===== src/rtl/core/pidis_mul.sv =====
// ============================================================================
// pidis_mul
// Shared unsigned 24x33 multiplier, product registered.
// ============================================================================
`default_nettype none

module pidis_mul (
  input  logic        clk_i,
  input  logic        en_i,
  input  logic [23:0] a_i,
  input  logic [32:0] b_i,
  output logic [56:0] prod_o
);

  logic [56:0] prod_q;

  always_ff @(posedge clk_i) begin
    if (en_i) begin
      prod_q <= 57'(a_i) * 57'(b_i);
    end
  end

  assign prod_o = prod_q;

endmodule

`default_nettype wire


===== config.mk =====
export PLATFORM = sky130hd
export DESIGN_NAME = pidis_mul
export DESIGN_NICKNAME = d
export VERILOG_FILES = /design/src/rtl/core/pidis_mul.sv
export SDC_FILE = /design/constraint.sdc
export NUM_CORES = 2
export LEC_CHECK = 0
export BUFFER_PORTS_ARGS = -buffer_cell sky130_fd_sc_hd__buf_2
export CAP_MARGIN = 40
export CORE_MARGIN = 5
export CORE_UTILIZATION = 27
export DETAILED_ROUTE_END_ITERATION = 8
export GPL_TIMING_DRIVEN = 0
export HOLD_SLACK_MARGIN = 0.12
export PLACE_DENSITY = 0.5
export SLEW_MARGIN = 20
export SYNTH_ARGS = -nofsm -noshare
export SYNTH_HDL_FRONTEND = slang
export SYNTH_SLANG_ARGS = --single-unit

===== constraint.sdc =====
create_clock -name clk_i -period 25.6 [get_ports clk_i]
set_input_delay 6.4 -clock clk_i [delete_from_list [all_inputs] [get_ports clk_i]]
set_output_delay 6.4 -clock clk_i [all_outputs]
set_load 0.005 [all_outputs]

; Yosys cells after proc, flatten, opt, wreduce, memory -nomap -nowiden
; Cells that the tools add are included.
[word_totals]
regBits = 57
output_inout_bits = 57
input_bits = 59
word_cells = 2
[op_classes]
mul = 1
[op_table]
columns = op, n
row1 = multiplier 24 x 33 -> 57 bit, 1

; Depth between registers and ports, before layout
[depth]
ltp_word = 1
ltp_mapped = 27
depth_no_buf = 26

; Worst setup path after synthesis
; OpenSTA, ideal clock, no wires.
[synth_timing]
path_kind = input-to-reg
startpoint = input port b_i[26]
endpoint = register prod_q[50], in the netlist prod_o[50], data pin
arrival_ps = 12372
slack_ps = 12964
setup_time_ps = 264
t_required_ps = 25336
n_path_buf = 1
stages = 25
cell_sequence = clkbuf_1 -> nand2_1 -> fa_1 -> inv_1 -> fa_1 -> inv_1 -> fa_1 -> fa_1 -> inv_1 -> fa_1 -> fa_1 -> inv_1 -> fa_1 -> inv_1 -> ha_1 -> a21oi_1 -> o21ai_1 -> a21o_1 -> a2111oi_0 -> o21ai_1 -> a31oi_1 -> o21ai_2 -> a21boi_2 -> o21ai_1 -> xor2_1
[synth_via]
elab_chain_cells = 1
[synth_lines]
columns = element, line
row1 = "start, declared", 11  ; input logic [32:0] b_i,
row2 = multiplier 24 x 33 -> 57 bit, 19  ; prod_q <= 57'(a_i) * 57'(b_i);
row3 = "end signal, assigned", 19
row4 = "end, declared", 15  ; logic [56:0] prod_q;
; Every way passes these cells.
; A chain may end at the register's enable or synchronous reset.

; Final worst setup path
[layout_timing]
startpoint = input port a_i[15]
endpoint = register prod_q[50], in the netlist prod_o[50], data pin
[layout_via]
elab_chain_cells = 1
[layout_lines]
columns = element, line
row1 = "start, declared", 10  ; input logic [23:0] a_i,
row2 = multiplier 24 x 33 -> 57 bit, 19
; Every way passes these cells.

==> results.ini <==
[sta]
timing.fmax_mhz=72.22
setup_tns_ns=0
max_slew.worst_pin.slew_ns=0.9439
setup_viol=0
rsz0062_at_grt=no
period_share=0.5409
maxSlewViolCount=0
holdWs_ns=6.519
slew_headroom=0.3707
finalCriticalPeriod_ns=13.85
hold_viol=0

[grt]
grt_first_pass_wirelength_um=145700
grt-ovfl-total=0
grt_util_all_layers=0.1855
antenna_found_initial=21
grt_pass1_vias=21840
grt_max_degree=58

[detailed_routing]
vias_per_cell=4.584
first_pass_iters=5
drc=0
routedWlPerCell_um=22.04
ant_nets=0
wirelength_um=98860
drt_iter0_drc=1538
vias=20570

[clock_tree]
htree_num_levels=3
cts_buffers=9
tritoncts=built
post_cts_buffers=0
hold_buffers=0
cts.sinks=57
postCtsResizedCells=0
clk_path_buf_depth=2
clkTransAtPathRegs_ns=0.06
cts-root-buf=clkbuf_16

[worst_setup_path]
critical_path.max_fanout=7
critical_path_required_ns=25.70
endpoint_kind=flop
path_class=primary input to flop
critPathLaunchType=primary input
worstPathArrival_ns=13.94

[yosys]
syn_area_per_cell_um2=9.200
synth.yosys.warnings=0
syn-cell-area_mm2=0.02730
synth-seq-area-share=0.06270
netlist_instances=2967
yosys.area.top_type_share=0.4987
synth_seq_cells=57
synth_edf_count=57
synth_ff_type=edfxtp_1
yosys.cell_types.count=54
async_flop_share=0
synthesis.nets=3889
synth_top_area_cell=fa_1
synth_area_leaders=fa_1, inv_1, and2_1

[flow_run]
max-cap-violations=0

[finish]
regArea_mm2=0.001712
n_fill_cell=10800
final_common_cell=inv_1
largest_register_ffs=57
layout.nets=4040
area_growth_pct=10.71
multi_input_area_mm2=0.02218
drive_gt1_frac=0.05636
instances_no_fill=4486
layout_common_cells=inv_1, fa_1, and2_1, nand2_1, ha_1

[floorplan]
row_count=116
ios=116
die-area_mm2=0.1076
core-area_mm2=0.1003
start_util=0.2722
die_h_um=328.0
dieWidth_um=328.0

[placed_design]
hpwl_um=84820
placed_cells=4458
gp_congestion=0.9204
io_buffer_count=115

[hold_path]
hp-class=primary input to flop
min_from=b_i[0]
holdPathStages=2
whs_endpoint=prod_o[0]

[status]
status=completed

-- worst max-delay path: stages --
cell       delay (ns)
buf_2            0.30
clkbuf_1         0.57
buf_6            0.23
nand2_1          0.09
fa_1             0.57
inv_1            0.05
fa_1             0.48
fa_1             0.55
fa_1             0.59
fa_1             0.48
fa_1             0.51
inv_1            0.05
fa_1             0.50
inv_1            0.05
ha_1             0.38
a21oi_1          0.24
o21ai_1          0.13
a21o_1           0.19
a2111oi_0        0.45
o21ai_1          0.18
a31oi_1          0.23
o21ai_2          0.15
a21boi_2         0.25
o21ai_1          0.12
xor2_1           0.18
-- kinds of logic after synthesis --
logic type,after synthesis,share of synthesized area
fa+ha+maj,863,0.5826
buf+inv,906,0.1247
simple gates,909,0.1678
compound gates,179,0.04524
flops,57,0.06270
xor+xnor,53,0.01700
-- Yosys cell counts, types with 11 or more instances --
master and n:
and2_1 421, edfxtp_1 57, o21bai_1 11, o21ai_0 21, nor2_1 27, a21oi_1 60, inv_1 749, clkbuf_1 154
a21o_1 26, xnor2_1 37, nand2_1 409, ha_1 183, xor2_1 16, nand4_1 19, fa_1 680
-- cell type report --
| class | count | area share |
|---|---|---|
| flip-flops and latches | 57 | 0.05664 |
| diodes | 6 | 0.0004968 |
| multi-input cells | 2004 | 0.7340 |
| repair buffers | 140 | 0.02894 |
| inverters | 749 | 0.09303 |
| well taps | 1357 | 0.05618 |
| plain buffers | 157 | 0.01962 |
| clock inverters | 6 | 0.003519 |
| clock buffers | 10 | 0.007577 |
-- metal layers --
| layer | GRT usage | vias up | wire length, µm |
|---|---|---|---|
| met1 | 0.2513 | 10650 | 41050 |
| met5 | 0 | - | 13 |
| met4 | 0.06355 | 2 | 4355 |
| met3 | 0.03277 | 194 | 7920 |
| met2 | 0.3010 | 847 | 45520 |
| li1 | - | 8874 | - |
-- through the flow --
step / util / area, µm² / setup slack [ns]
after floorplan: - / 27300 / 12.96
after global placement: 0.2949 / 29570 / 11.04
after detailed placement: 0.2972 / 29800 / 11.28
after CTS: 0.3005 / 30140 / 11.64
after global routing: 0.3012 / 30210 / 11.36
final: 0.3013 / 30220 / 11.75
-- how the worst max path moves through the flow --
stage | end | startpoint | depth (start not counted)
6_report | prod_o[50] | a_i[15] | 25
3_5_place_dp | prod_o[49] | a_i[0] | 23
3_3_place_gp | prod_o[49] | a_i[0] | 23
5_1_grt | prod_o[49] | b_i[15] | 23
2_1_floorplan | prod_o[50] | b_i[26] | 25
4_1_cts | prod_o[49] | a_i[0] | 23
Power is left out: the tool's default activity adds up to more than one toggle a clock period on the data nets, which glitch-free logic cannot reach.
