**config.mk**
```make
export PLATFORM = sky130hd
export DESIGN_NAME = pidis_div
export DESIGN_NICKNAME = d
export VERILOG_FILES = /design/src/rtl/core/pidis_pkg.sv /design/src/rtl/core/pidis_div.sv
export SDC_FILE = /design/constraint.sdc
export NUM_CORES = 1
export LEC_CHECK = 0
export ABC_AREA = 1
export BUFFER_PORTS_ARGS = -buffer_cell sky130_fd_sc_hd__buf_2
export CORE_MARGIN = 2
export CORE_UTILIZATION = 30
export CTS_CLUSTER_DIAMETER = 80
export DETAILED_ROUTE_END_ITERATION = 16
export MAX_ROUTING_LAYER = met4
export PLACE_DENSITY = 0.48
export SKIP_LAST_GASP = 1
export SYNTH_ARGS = -nofsm -noshare
export SYNTH_HDL_FRONTEND = slang
export SYNTH_SLANG_ARGS = --single-unit
```
**constraint.sdc**
```tcl
create_clock -name clk_i -period 2.5 [get_ports clk_i]
set_input_delay 0.25 -clock clk_i [delete_from_list [all_inputs] [get_ports clk_i]]
set_output_delay 0.25 -clock clk_i [all_outputs]
set_load 0.05 [all_outputs]
```
**src/rtl/core/pidis_pkg.sv**
```systemverilog
// ============================================================================
// pidis_pkg
// Shared types, constants and helpers for the PID controller with
// integral shaping.
// ============================================================================
`default_nettype none

package pidis_pkg;

  // Q16.16 angle constants, Q16.16 one and Q0.15 filter one
  localparam logic signed [33:0] PI_Q16     = 34'sd205887;
  localparam logic signed [33:0] TWO_PI_Q16 = 34'sd411775;
  localparam logic [16:0]        ONE_Q16    = 17'd65536;
  localparam logic [15:0]        ALPHA_ONE  = 16'd32768;

  // divider iterations (quotient bits)
  localparam int unsigned        DIV_STEPS  = 16;

  typedef enum logic [2:0] {
    CFG_KP         = 3'd0,
    CFG_KI_DT      = 3'd1,
    CFG_KD_OVER_DT = 3'd2,
    CFG_KF         = 3'd3,
    CFG_ILIM       = 3'd4,
    CFG_OLIM       = 3'd5,
    CFG_BANDS      = 3'd6,
    CFG_FMODE      = 3'd7
  } cfg_idx_e;

  typedef enum logic [4:0] {
    ST_IDLE,
    ST_ERR,
    ST_WRAP,
    ST_ABS,
    ST_DZ,
    ST_RSEL,
    ST_DIV,
    ST_ES_MUL,
    ST_ES_FIN,
    ST_MG_HI,
    ST_MG_LO,
    ST_MG_FIN,
    ST_MG_POST,
    ST_FLT_A,
    ST_FLT_B,
    ST_FLT_FIN,
    ST_FLT_RND,
    ST_SUM,
    ST_OUT
  } state_e;

  // which gain product the shared sequence is forming
  typedef enum logic [1:0] {
    OP_KI,
    OP_KD,
    OP_KP,
    OP_KF
  } op_e;

  typedef struct packed {
    logic        start;
    logic [23:0] rem0;
    logic [23:0] den;
  } div_req_t;

  typedef struct packed {
    logic        done;
    logic [15:0] quot;
  } div_rsp_t;

  function automatic logic signed [31:0] sat32(input logic signed [63:0] v);
    logic signed [31:0] r;
    if (v > 64'sd2147483647) begin
      r = 32'sh7FFFFFFF;
    end else if (v < -64'sd2147483648) begin
      r = 32'sh80000000;
    end else begin
      r = v[31:0];
    end
    return r;
  endfunction

  function automatic logic [32:0] abs32(input logic signed [31:0] v);
    logic signed [32:0] w;
    w = {v[31], v};
    return v[31] ? 33'(-w) : 33'(w);
  endfunction

endpackage

`default_nettype wire

```
**src/rtl/core/pidis_div.sv**
```systemverilog
// ============================================================================
// pidis_div
// Restoring fraction divider: floor(rem0 * 2^16 / den), rem0 < den.
// One quotient bit per cycle.
// ============================================================================
`default_nettype none

module pidis_div (
  input  logic                clk_i,
  input  logic                rst_ni,
  input  pidis_pkg::div_req_t req_i,
  output pidis_pkg::div_rsp_t rsp_o
);

  logic        busy_q, busy_d;
  logic        done_q, done_d;
  logic [3:0]  cnt_q, cnt_d;
  logic [23:0] rem_q, rem_d;
  logic [23:0] den_q, den_d;
  logic [15:0] quot_q, quot_d;
  logic [24:0] trial;

  assign trial = {rem_q, 1'b0};

  always_comb begin
    busy_d = busy_q;
    done_d = 1'b0;
    cnt_d  = cnt_q;
    rem_d  = rem_q;
    den_d  = den_q;
    quot_d = quot_q;
    if (req_i.start) begin
      busy_d = 1'b1;
      cnt_d  = '0;
      rem_d  = req_i.rem0;
      den_d  = req_i.den;
      quot_d = '0;
    end else if (busy_q) begin
      if (trial >= {1'b0, den_q}) begin
        rem_d  = 24'(trial - {1'b0, den_q});
        quot_d = {quot_q[14:0], 1'b1};
      end else begin
        rem_d  = trial[23:0];
        quot_d = {quot_q[14:0], 1'b0};
      end
      cnt_d = cnt_q + 4'd1;
      if (cnt_q == 4'(pidis_pkg::DIV_STEPS - 1)) begin
        busy_d = 1'b0;
        done_d = 1'b1;
      end
    end
  end

  always_ff @(posedge clk_i or negedge rst_ni) begin
    if (!rst_ni) begin
      busy_q <= 1'b0;
      done_q <= 1'b0;
      cnt_q  <= '0;
    end else begin
      busy_q <= busy_d;
      done_q <= done_d;
      cnt_q  <= cnt_d;
    end
  end

  always_ff @(posedge clk_i) begin
    rem_q  <= rem_d;
    den_q  <= den_d;
    quot_q <= quot_d;
  end

  assign rsp_o.done = done_q;
  assign rsp_o.quot = quot_q;

endmodule

`default_nettype wire

```
Word-level counts from Yosys, hierarchy flattened --
Index checks and enable logic that the tools add are counted.
Word-level totals: output and inout bits 17, register bits after elaboration 70, input port bits 51
Operators by class: reductions and logical operators 1, add/subtract/negate cells 2, muxes and demuxes 12, $lt $le $gt $ge 1, equal/unequal tests 1
Operators by type and width (count):
- $mux 24 | 3
- $ge 25x24->1 | 1
- $sub 24x24->24 | 1
- $mux 4 | 2
- $mux 1 | 7
- $add 4x1->4 const B | 1
- $eq 4x4->1 const B | 1
- $reduce_bool 2->1 | 1

Longest topological paths before layout --
Gate-level depths: netlist of the first run.
word-level depth 4, mapped depth 15, depth with buffers taken out 15

Least setup slack after synthesis of the first run --
Ideal clock, no wire load.
path kind input -> register, from in req_i[48] (netlist bit), to reg rem_q[0] (enable), data arrival time 1643 ps, buffers on the path 2, stages 4, setup time 398 ps, setup slack 460 ps, path through clkbuf_1 inv_1 nand2_1 clkbuf_1
On the way: longest elaborated chain between the ends 1
Ends and longest elaborated chain:
- start: declaration | line pidis_div.sv:11 | input pidis_pkg::div_req_t req_i,
- $reduce_bool 2->1 (no source line)
- end signal: assignment | line pidis_div.sv:67 | rem_q <= rem_d;
- end: declaration | line pidis_div.sv:18 | logic [23:0] rem_q, rem_d;
No other way between the ends. A chain may end at the register's enable or synchronous reset.

Worst setup path after layout of the first run --
from reg rem_q[7], to reg rem_q[7], data pin
On the way: longest elaborated chain between the ends 4
Ends and longest elaborated chain:
- $ge 25x24->1 | line pidis_div.sv:39 | if (trial >= {1'b0, den_q}) begin
- $mux 24 | line pidis_div.sv:39
- $mux 24 | line pidis_div.sv:38 | end else if (busy_q) begin
- $mux 24 | line pidis_div.sv:32 | if (req_i.start) begin
- net rem_d[7] | line pidis_div.sv:18
The timed path passes the listed nets, and every way through them passes these cells. The select of a mux whose other input is x is not followed.

==> key figures, run 1 <==
Status
  • Status: completed

Setup path
  • CP Launch Type: flop
  • Most frequent CP cell: nand2_1
  • Crit path DAT: 2440 ps
  • Worst path cell trace: ha_1 -> nand2_1 -> nor2_1 -> nand3_1 -> nand3_2 -> nand2_2 -> nand3_2 -> nand2_1 -> nand3_1 -> nand2_1
  • Worst EP required: 2600 ps
  • Worst r2r dst: rem_q[7]
  • Max incr delay on CP: 410 ps
  • CP bufs+invs: 0
  • Critical path peak fanout: 12
  • Family with the most delay on the worst path: simple AND/OR/NAND/NOR gates
  • R2r startpoint: rem_q[7]
  • FF-to-FF setup slack: around 160 ps
  • Reg2reg path depth: 10
  • Crit end category: flop
  • Highest-delay cell along the critical path: edfxtp_1
  • Critical path class: flop to flop

CTS
  • TritonCTS buffer count: 9
  • Clock Tree Buf Depth: 2
  • Post-CTS setup buffers: 0
  • Clk sinks: 70
  • Max H-tree Level: 3
  • TritonCTS clock tree: yes
  • Worst-path clk slew: approximately 60 ps
  • Worst-skew pair later-pin latency: 350 ps
  • Root buf cell: clkbuf_16

Logic synthesis
  • Synth Net Count: 762
  • Synthesized area: 0.00481 mm^2
  • Yosys top cell by area: edfxtp_1
  • Post-synth top cells: nand2_1 (250), inv_1 (137), edfxtp_1 (48), nand3_1 (44), nor2_1 (33)
  • Area share of the largest cell type after synthesis: 30.0%
  • Post-synth EDFFs: 48
  • Syn avg cell area: 7.02 um^2
  • Register area share after synthesis: 39.8%
  • Syn Inst Count: 685
  • Top_reg_cell synth: edfxtp_1
  • Yosys warnings: 0
  • #FFs+latches synth: 70
  • Post-synth cell types: 34
  • Async SR Flop Fraction: between 8 and 9%
  • Largest cells by area after synthesis: edfxtp_1 (30%), nand2_1 (20%), inv_1 (11%)
  • Most frequent cell after synthesis: nand2_1

Floorplanning
  • Ports: 68
  • Die H: 131 um
  • Die area: around 0.017 mm^2
  • Initial Util: a little under a third
  • Number of placement rows: 46
  • Die Width: 131 um
  • Core box area: around 0.016 mm^2

Final layout
  • Final net count: 833
  • # diodes: 0
  • # fillers: 1,795
  • Share of cells above drive strength 1: 15.4%
  • Synth-to-layout area growth: 18.9%

Timing
  • Final period utilization: 93.4%
  • Minimum clock period: 2340 ps
  • Clock skew: 7.71 ps
  • RSZ-0062 raised after global routing: true
  • Hold_ws: 72.0 ps
  • Slew HR: 59.6%
  • Tightest Pin Transition: 604 ps
  • Fin. Hold Viols: 0
  • Maximum clock frequency: 0.428 GHz
  • Setup violators final: 0
  • Final Max Tran Viols: 0

Power and ir drop
  • Pwr Density: approximately 1000 mW/mm^2
  • Final Total Pwr: 5.93 mW
  • Leak: 3.04 nW
  • Worst vdd ir: 447 uV

Detailed routing
  • Vias per cell: 4.47
  • Drt first pass iters: 5
  • DRT Wirelength: 13.1 mm
  • WL/cell: 13.4 um
  • Starting DRC count in detailed routing: between 200 and 300
  • Drt drc: 0
  • Routed Antenna Nets: 0
  • Vias: about 4,400

GRT
  • GR Overflow Total: 0
  • Vias in the first global route: 4,524
  • Largest net degree at the start of global routing: 30
  • First-pass GRT wire length: 21.5 mm
  • Initial antenna violation count: 0
  • GRT Util Overall: 16.9%

Job
  • Max Cap Viol: 0

Place
  • Post-DP HPWL: 9.69 mm
  • Port-buffer cells: 67
  • Placer congestion estimate: 0.900

Worst hold path
  • Hold Crit Class: input pin to flop
  • Worst Hold Depth: 1
  • Hold path endpoint: den_q[23]
  • Hold Crit Start: req_i[23]
==> what timing repair did <==
action / CTS / global route
resized for setup: 0 / 2
endpoints found under the hold margin: 6 / 0
endpoints found under the setup margin: 0 / 21
hold buffers: 1 / 0
==> sequential cells by signal, summed over array words and instances, names as in the netlist <==
| signal | count |
|---|---|
| rem_q | 24 |
| den_q | 24 |
| quot_q | 16 |
| busy_q | 1 |
| cnt_q | 4 |
| done_q | 1 |
==> worst max-delay path by stage <==
| stage | startpoint | to | slack, ps | depth (start not counted) |
|---|---|---|---|---|
| 4_1_cts | rem_q[7] | rem_q[3] | 150 | 12 |
| 6_report | rem_q[7] | rem_q[7] | 160 | 10 |
| 3_3_place_gp | rem_q[7] | rem_q[12] | 180 | 12 |
| 3_5_place_dp | rem_q[7] | rem_q[6] | 170 | 12 |
| 5_1_grt | rem_q[7] | rem_q[10] | -20 | 12 |
| 2_1_floorplan | req_i[48] | rem_q[0] | 460 | 4 |
==> per-layer routing <==
layer,global-route usage (%),share of wire (%)
met1,20.6,48
met2,27.8,46
met3,4.11,4.6
met4,5.01,1.3
met5,-,0
==> placed cells by master, fill, tap and decap left out, types with 6 or more instances in the layout <==
| master | instances |
|---|---|
| nand2_1 | 250 |
| clkbuf_16 | 10 |
| dfxtp_1 | 16 |
| dfrtp_1 | 6 |
| buf_2 | 67 |
| nand4_1 | 29 |
| edfxtp_1 | 48 |
| o22ai_1 | 14 |
| nand3_1 | 44 |
| xnor2_1 | 9 |
| inv_2 | 15 |
| ha_1 | 25 |
| nor2_1 | 33 |
| inv_1 | 137 |
| a21oi_1 | 12 |
==> cell type report <==
class	count	area (um^2)	area share, %
multi-input combinational	447	2250	39.3
sequential	70	1910	33.4
inverter	152	571	9.98
timing repair buffer	76	425	7.44
tap	216	270	4.73
clock buffer	11	254	4.44
clock inverter	5	38.8	0.678
==> per-stage QoR <==
| stage | instances | cell area, um^2 | util, % | setup TNS, ps | worst slack [ps] |
|---|---|---|---|---|---|
| global placement | 959 | 5400 | 34.2 | 0 | 180 |
| finish | 977 | 5720 | 36.3 | 0 | 164 |
| global route | 977 | 5720 | 36.3 | -55.0 | -16.1 |
| CTS | 976 | 5700 | 36.1 | 0 | 150 |
| floorplan | 685 | 4810 | - | 0 | 460 |
| detailed placement | 959 | 5400 | 34.2 | 0 | 171 |
==> kinds of logic after synthesis <==
group / count (synthesis) / share of synthesized area [%]
xor+xnor: 11 / 2.00
flops: 70 / 39.8
fa+ha+maj: 26 / 6.92
buf+inv: 169 / 13.7
simple gates: 375 / 33.4
compound gates: 34 / 4.19
==> power breakdown <==
group          total, mW  internal [mW]  leakage (nW)  switching, mW
Sequential          1.64           1.52         0.699          0.120
Combinational       3.02           1.06          2.20           1.96
Clock               1.28          0.741         0.146          0.535
Note: power is estimated with default switching activity, not from simulation.
==> inputs of run 2 (changes only) <==
--- a/config.mk
+++ b/config.mk
@@ -6,13 +6,13 @@
 export NUM_CORES = 1
 export LEC_CHECK = 0
 export ABC_AREA = 1
-export BUFFER_PORTS_ARGS = -buffer_cell sky130_fd_sc_hd__buf_2
 export CORE_MARGIN = 2
 export CORE_UTILIZATION = 30
 export CTS_CLUSTER_DIAMETER = 80
 export DETAILED_ROUTE_END_ITERATION = 16
+export DONT_BUFFER_PORTS = 1
 export MAX_ROUTING_LAYER = met4
-export PLACE_DENSITY = 0.48
+export PLACE_DENSITY = 0.45
 export SKIP_LAST_GASP = 1
 export SYNTH_ARGS = -nofsm -noshare
 export SYNTH_HDL_FRONTEND = slang
==> key figures, run 2 (same netlist as run 1, synthesis figures left out) <==
Worst hold path
  • Worst Hold Depth: 0
  • Hold path endpoint: den_q[18]
  • Hold Crit Class: input pin to flop
  • Hold Crit Start: req_i[48]

Detailed routing
  • Drt first pass iters: 4
  • Routed Antenna Nets: 0
  • WL/cell: 14.8 um
  • Starting DRC count in detailed routing: 198
  • Drt drc: 0
  • DRT Wirelength: 13.8 mm
  • Vias: 4,273
  • Vias per cell: 4.56

Floorplanning
  • Die Width: 131 um
  • Die H: between 100 and 150 um
  • Core box area: 0.0158 mm^2
  • Initial Util: between 30% and 40%
  • Ports: 68
  • Die area: approximately 0.017 mm^2
  • Number of placement rows: 46

Timing
  • Final Max Tran Viols: 0
  • Minimum clock period: 2270 ps
  • Slew HR: 56.2%
  • RSZ-0062 raised after global routing: false
  • Maximum clock frequency: 0.441 GHz
  • Setup WS post-layout: 232 ps
  • Final period utilization: between 90% and 100%
  • Fin. Hold Viols: 0
  • Clock skew: 13.2 ps
  • Tightest Pin Transition: 654 ps
  • Setup violators final: 0
  • Setup Total Neg Slack: 0 ps

Setup path
  • Critical path peak fanout: 12
  • Worst path cell trace: ha_1 -> nand2_1 -> nand2_1 -> inv_2 -> nand2_1 -> nand2_1 -> nand2_1 -> a21oi_4 -> buf_4 -> nand4_1 -> nand3_1 -> nand2_1
  • Reg2reg path depth: 12
  • Worst r2r dst: rem_q[2]
  • Highest-delay cell along the critical path: edfxtp_1
  • Most frequent CP cell: nand2_1
  • CP Launch Type: flop
  • Family with the most delay on the worst path: simple AND/OR/NAND/NOR gates
  • FF-to-FF setup slack: around 230 ps
  • Worst EP required: between 2000 and 3000 ps
  • Worst path depth: 12
  • R2r startpoint: rem_q[11]
  • CP bufs+invs: 2
  • Max incr delay on CP: 390 ps
  • Crit path DAT: 2370 ps
  • Crit end category: flop
  • Critical path class: flop to flop

CTS
  • TritonCTS clock tree: yes
  • Root buf cell: clkbuf_16
  • TritonCTS buffer count: 9
  • Max H-tree Level: 3
  • Post-CTS setup buffers: 0
  • Worst-skew pair later-pin latency: 350 ps
  • Clock Tree Buf Depth: 2
  • Clk sinks: 70
  • Worst-path clk slew: ~70 ps

Final layout
  • Regs by FF count: den_q x24, rem_q x24, quot_q x16
  • Commonest non-fill, non-tap cell in the layout: nand2_1
  • # diodes: 0
  • Commonest cells after routing, fill and taps aside: nand2_1 (250), inv_1 (137), edfxtp_1 (48)
  • Share of cells above drive strength 1: roughly 7.1%
  • Synth-to-layout area growth: 18.6%
  • Final net count: slightly below 800

GRT
  • GRT Util Overall: 17.7%
  • Initial antenna violation count: 0
  • Vias in the first global route: approximately 4,400
  • GR Overflow Total: 0
  • First-pass GRT wire length: roughly 22 mm
  • Largest net degree at the start of global routing: 45

Status
  • Status: completed

Place
  • Placer congestion estimate: 0.919
  • Port-buffer cells: 0
  • Worst slack, placed: 206 ps
  • Post-DP HPWL: 9.71 mm

Power and ir drop
  • Reg power frac: a little over a quarter
  • Leak: a little under 3 nW
  • Worst vdd ir: 424 uV
  • Switching share of power: between 40 and 50%
  • Clock power frac: roughly 23%
  • P_int: between 3 and 4 mW
  • Pwr Density: 1080 mW/mm^2
  • Sw power: between 2 and 3 mW
  • Comb power frac: 49.8%

Job
  • Max Cap Viol: 0
-- run 2: cell count changes in the layout (fill, tap and decap cells not counted), moves of 2 or more --
cell           delta
inv_4             -2
inv_6             +2
buf_2            -67
buf_12            +2
dlygate4sd3_1    +27
-- run 2: power by group through the flow --
stage / Sequential [mW] / Clock (mW) / Combinational (mW)
4_1_cts: 1.68 / 1.47 / 3.10
3_5_place_dp: 1.70 / 0 / 3.04
3_3_place_gp: 1.70 / 0 / 3.04
5_1_grt: 1.71 / 1.52 / 3.52
2_1_floorplan: 1.67 / 0 / 2.29
6_report: 1.68 / 1.42 / 3.07
-- run 2: how the worst max path moves through the flow --
stage	startpoint	endpoint	slack, ps
after floorplan	req_i[48]	rem_q[0]	460
after global placement	rem_q[2]	rem_q[16]	200
after detailed placement	rem_q[2]	rem_q[2]	210
after CTS	rem_q[2]	rem_q[2]	200
after global routing	rem_q[7]	rem_q[2]	50
final	rem_q[11]	rem_q[2]	230
-- run 2: timing repair --
action	4_1_cts	5_1_grt
resized for setup	0	1
hold buffers	27	1
endpoints found under the setup margin	0	13
hold endpoints to repair	38	7
-- run 2: routing by layer --
metal  wire, um  global-route usage, %
met3        635                   4.52
met5          0                      -
met2       6450                   29.0
met4        234                   5.07
met1       6500                   21.6
-- run 2: cell type report --
| class | count | area, um^2 |
|---|---|---|
| Tap cell | 216 | 270 |
| Fill cell | 1723 | 10100 |
| Inverter | 152 | 571 |
| Clock inverter | 6 | 73.8 |
| Multi-Input combinational cell | 446 | 2240 |
| Sequential cell | 70 | 1910 |
| Clock buffer | 10 | 250 |
| Timing Repair Buffer | 37 | 389 |
-- run 2: per-stage QoR --
| stage | instances | total power [mW] | util (%) | cell area (um^2) | hold WS [ps] |
|---|---|---|---|---|---|
| floorplan | 685 | 3.96 | - | 4810 | -45.6 |
| global placement | 893 | 4.74 | 32.3 | 5090 | -45.4 |
| detailed placement | 893 | 4.74 | 32.3 | 5090 | -45.4 |
| CTS | 936 | 6.25 | 36.1 | 5690 | 0.276 |
| global route | 937 | 6.75 | 36.2 | 5700 | 0.0878 |
| finish | 937 | 6.17 | 36.2 | 5700 | 18.7 |
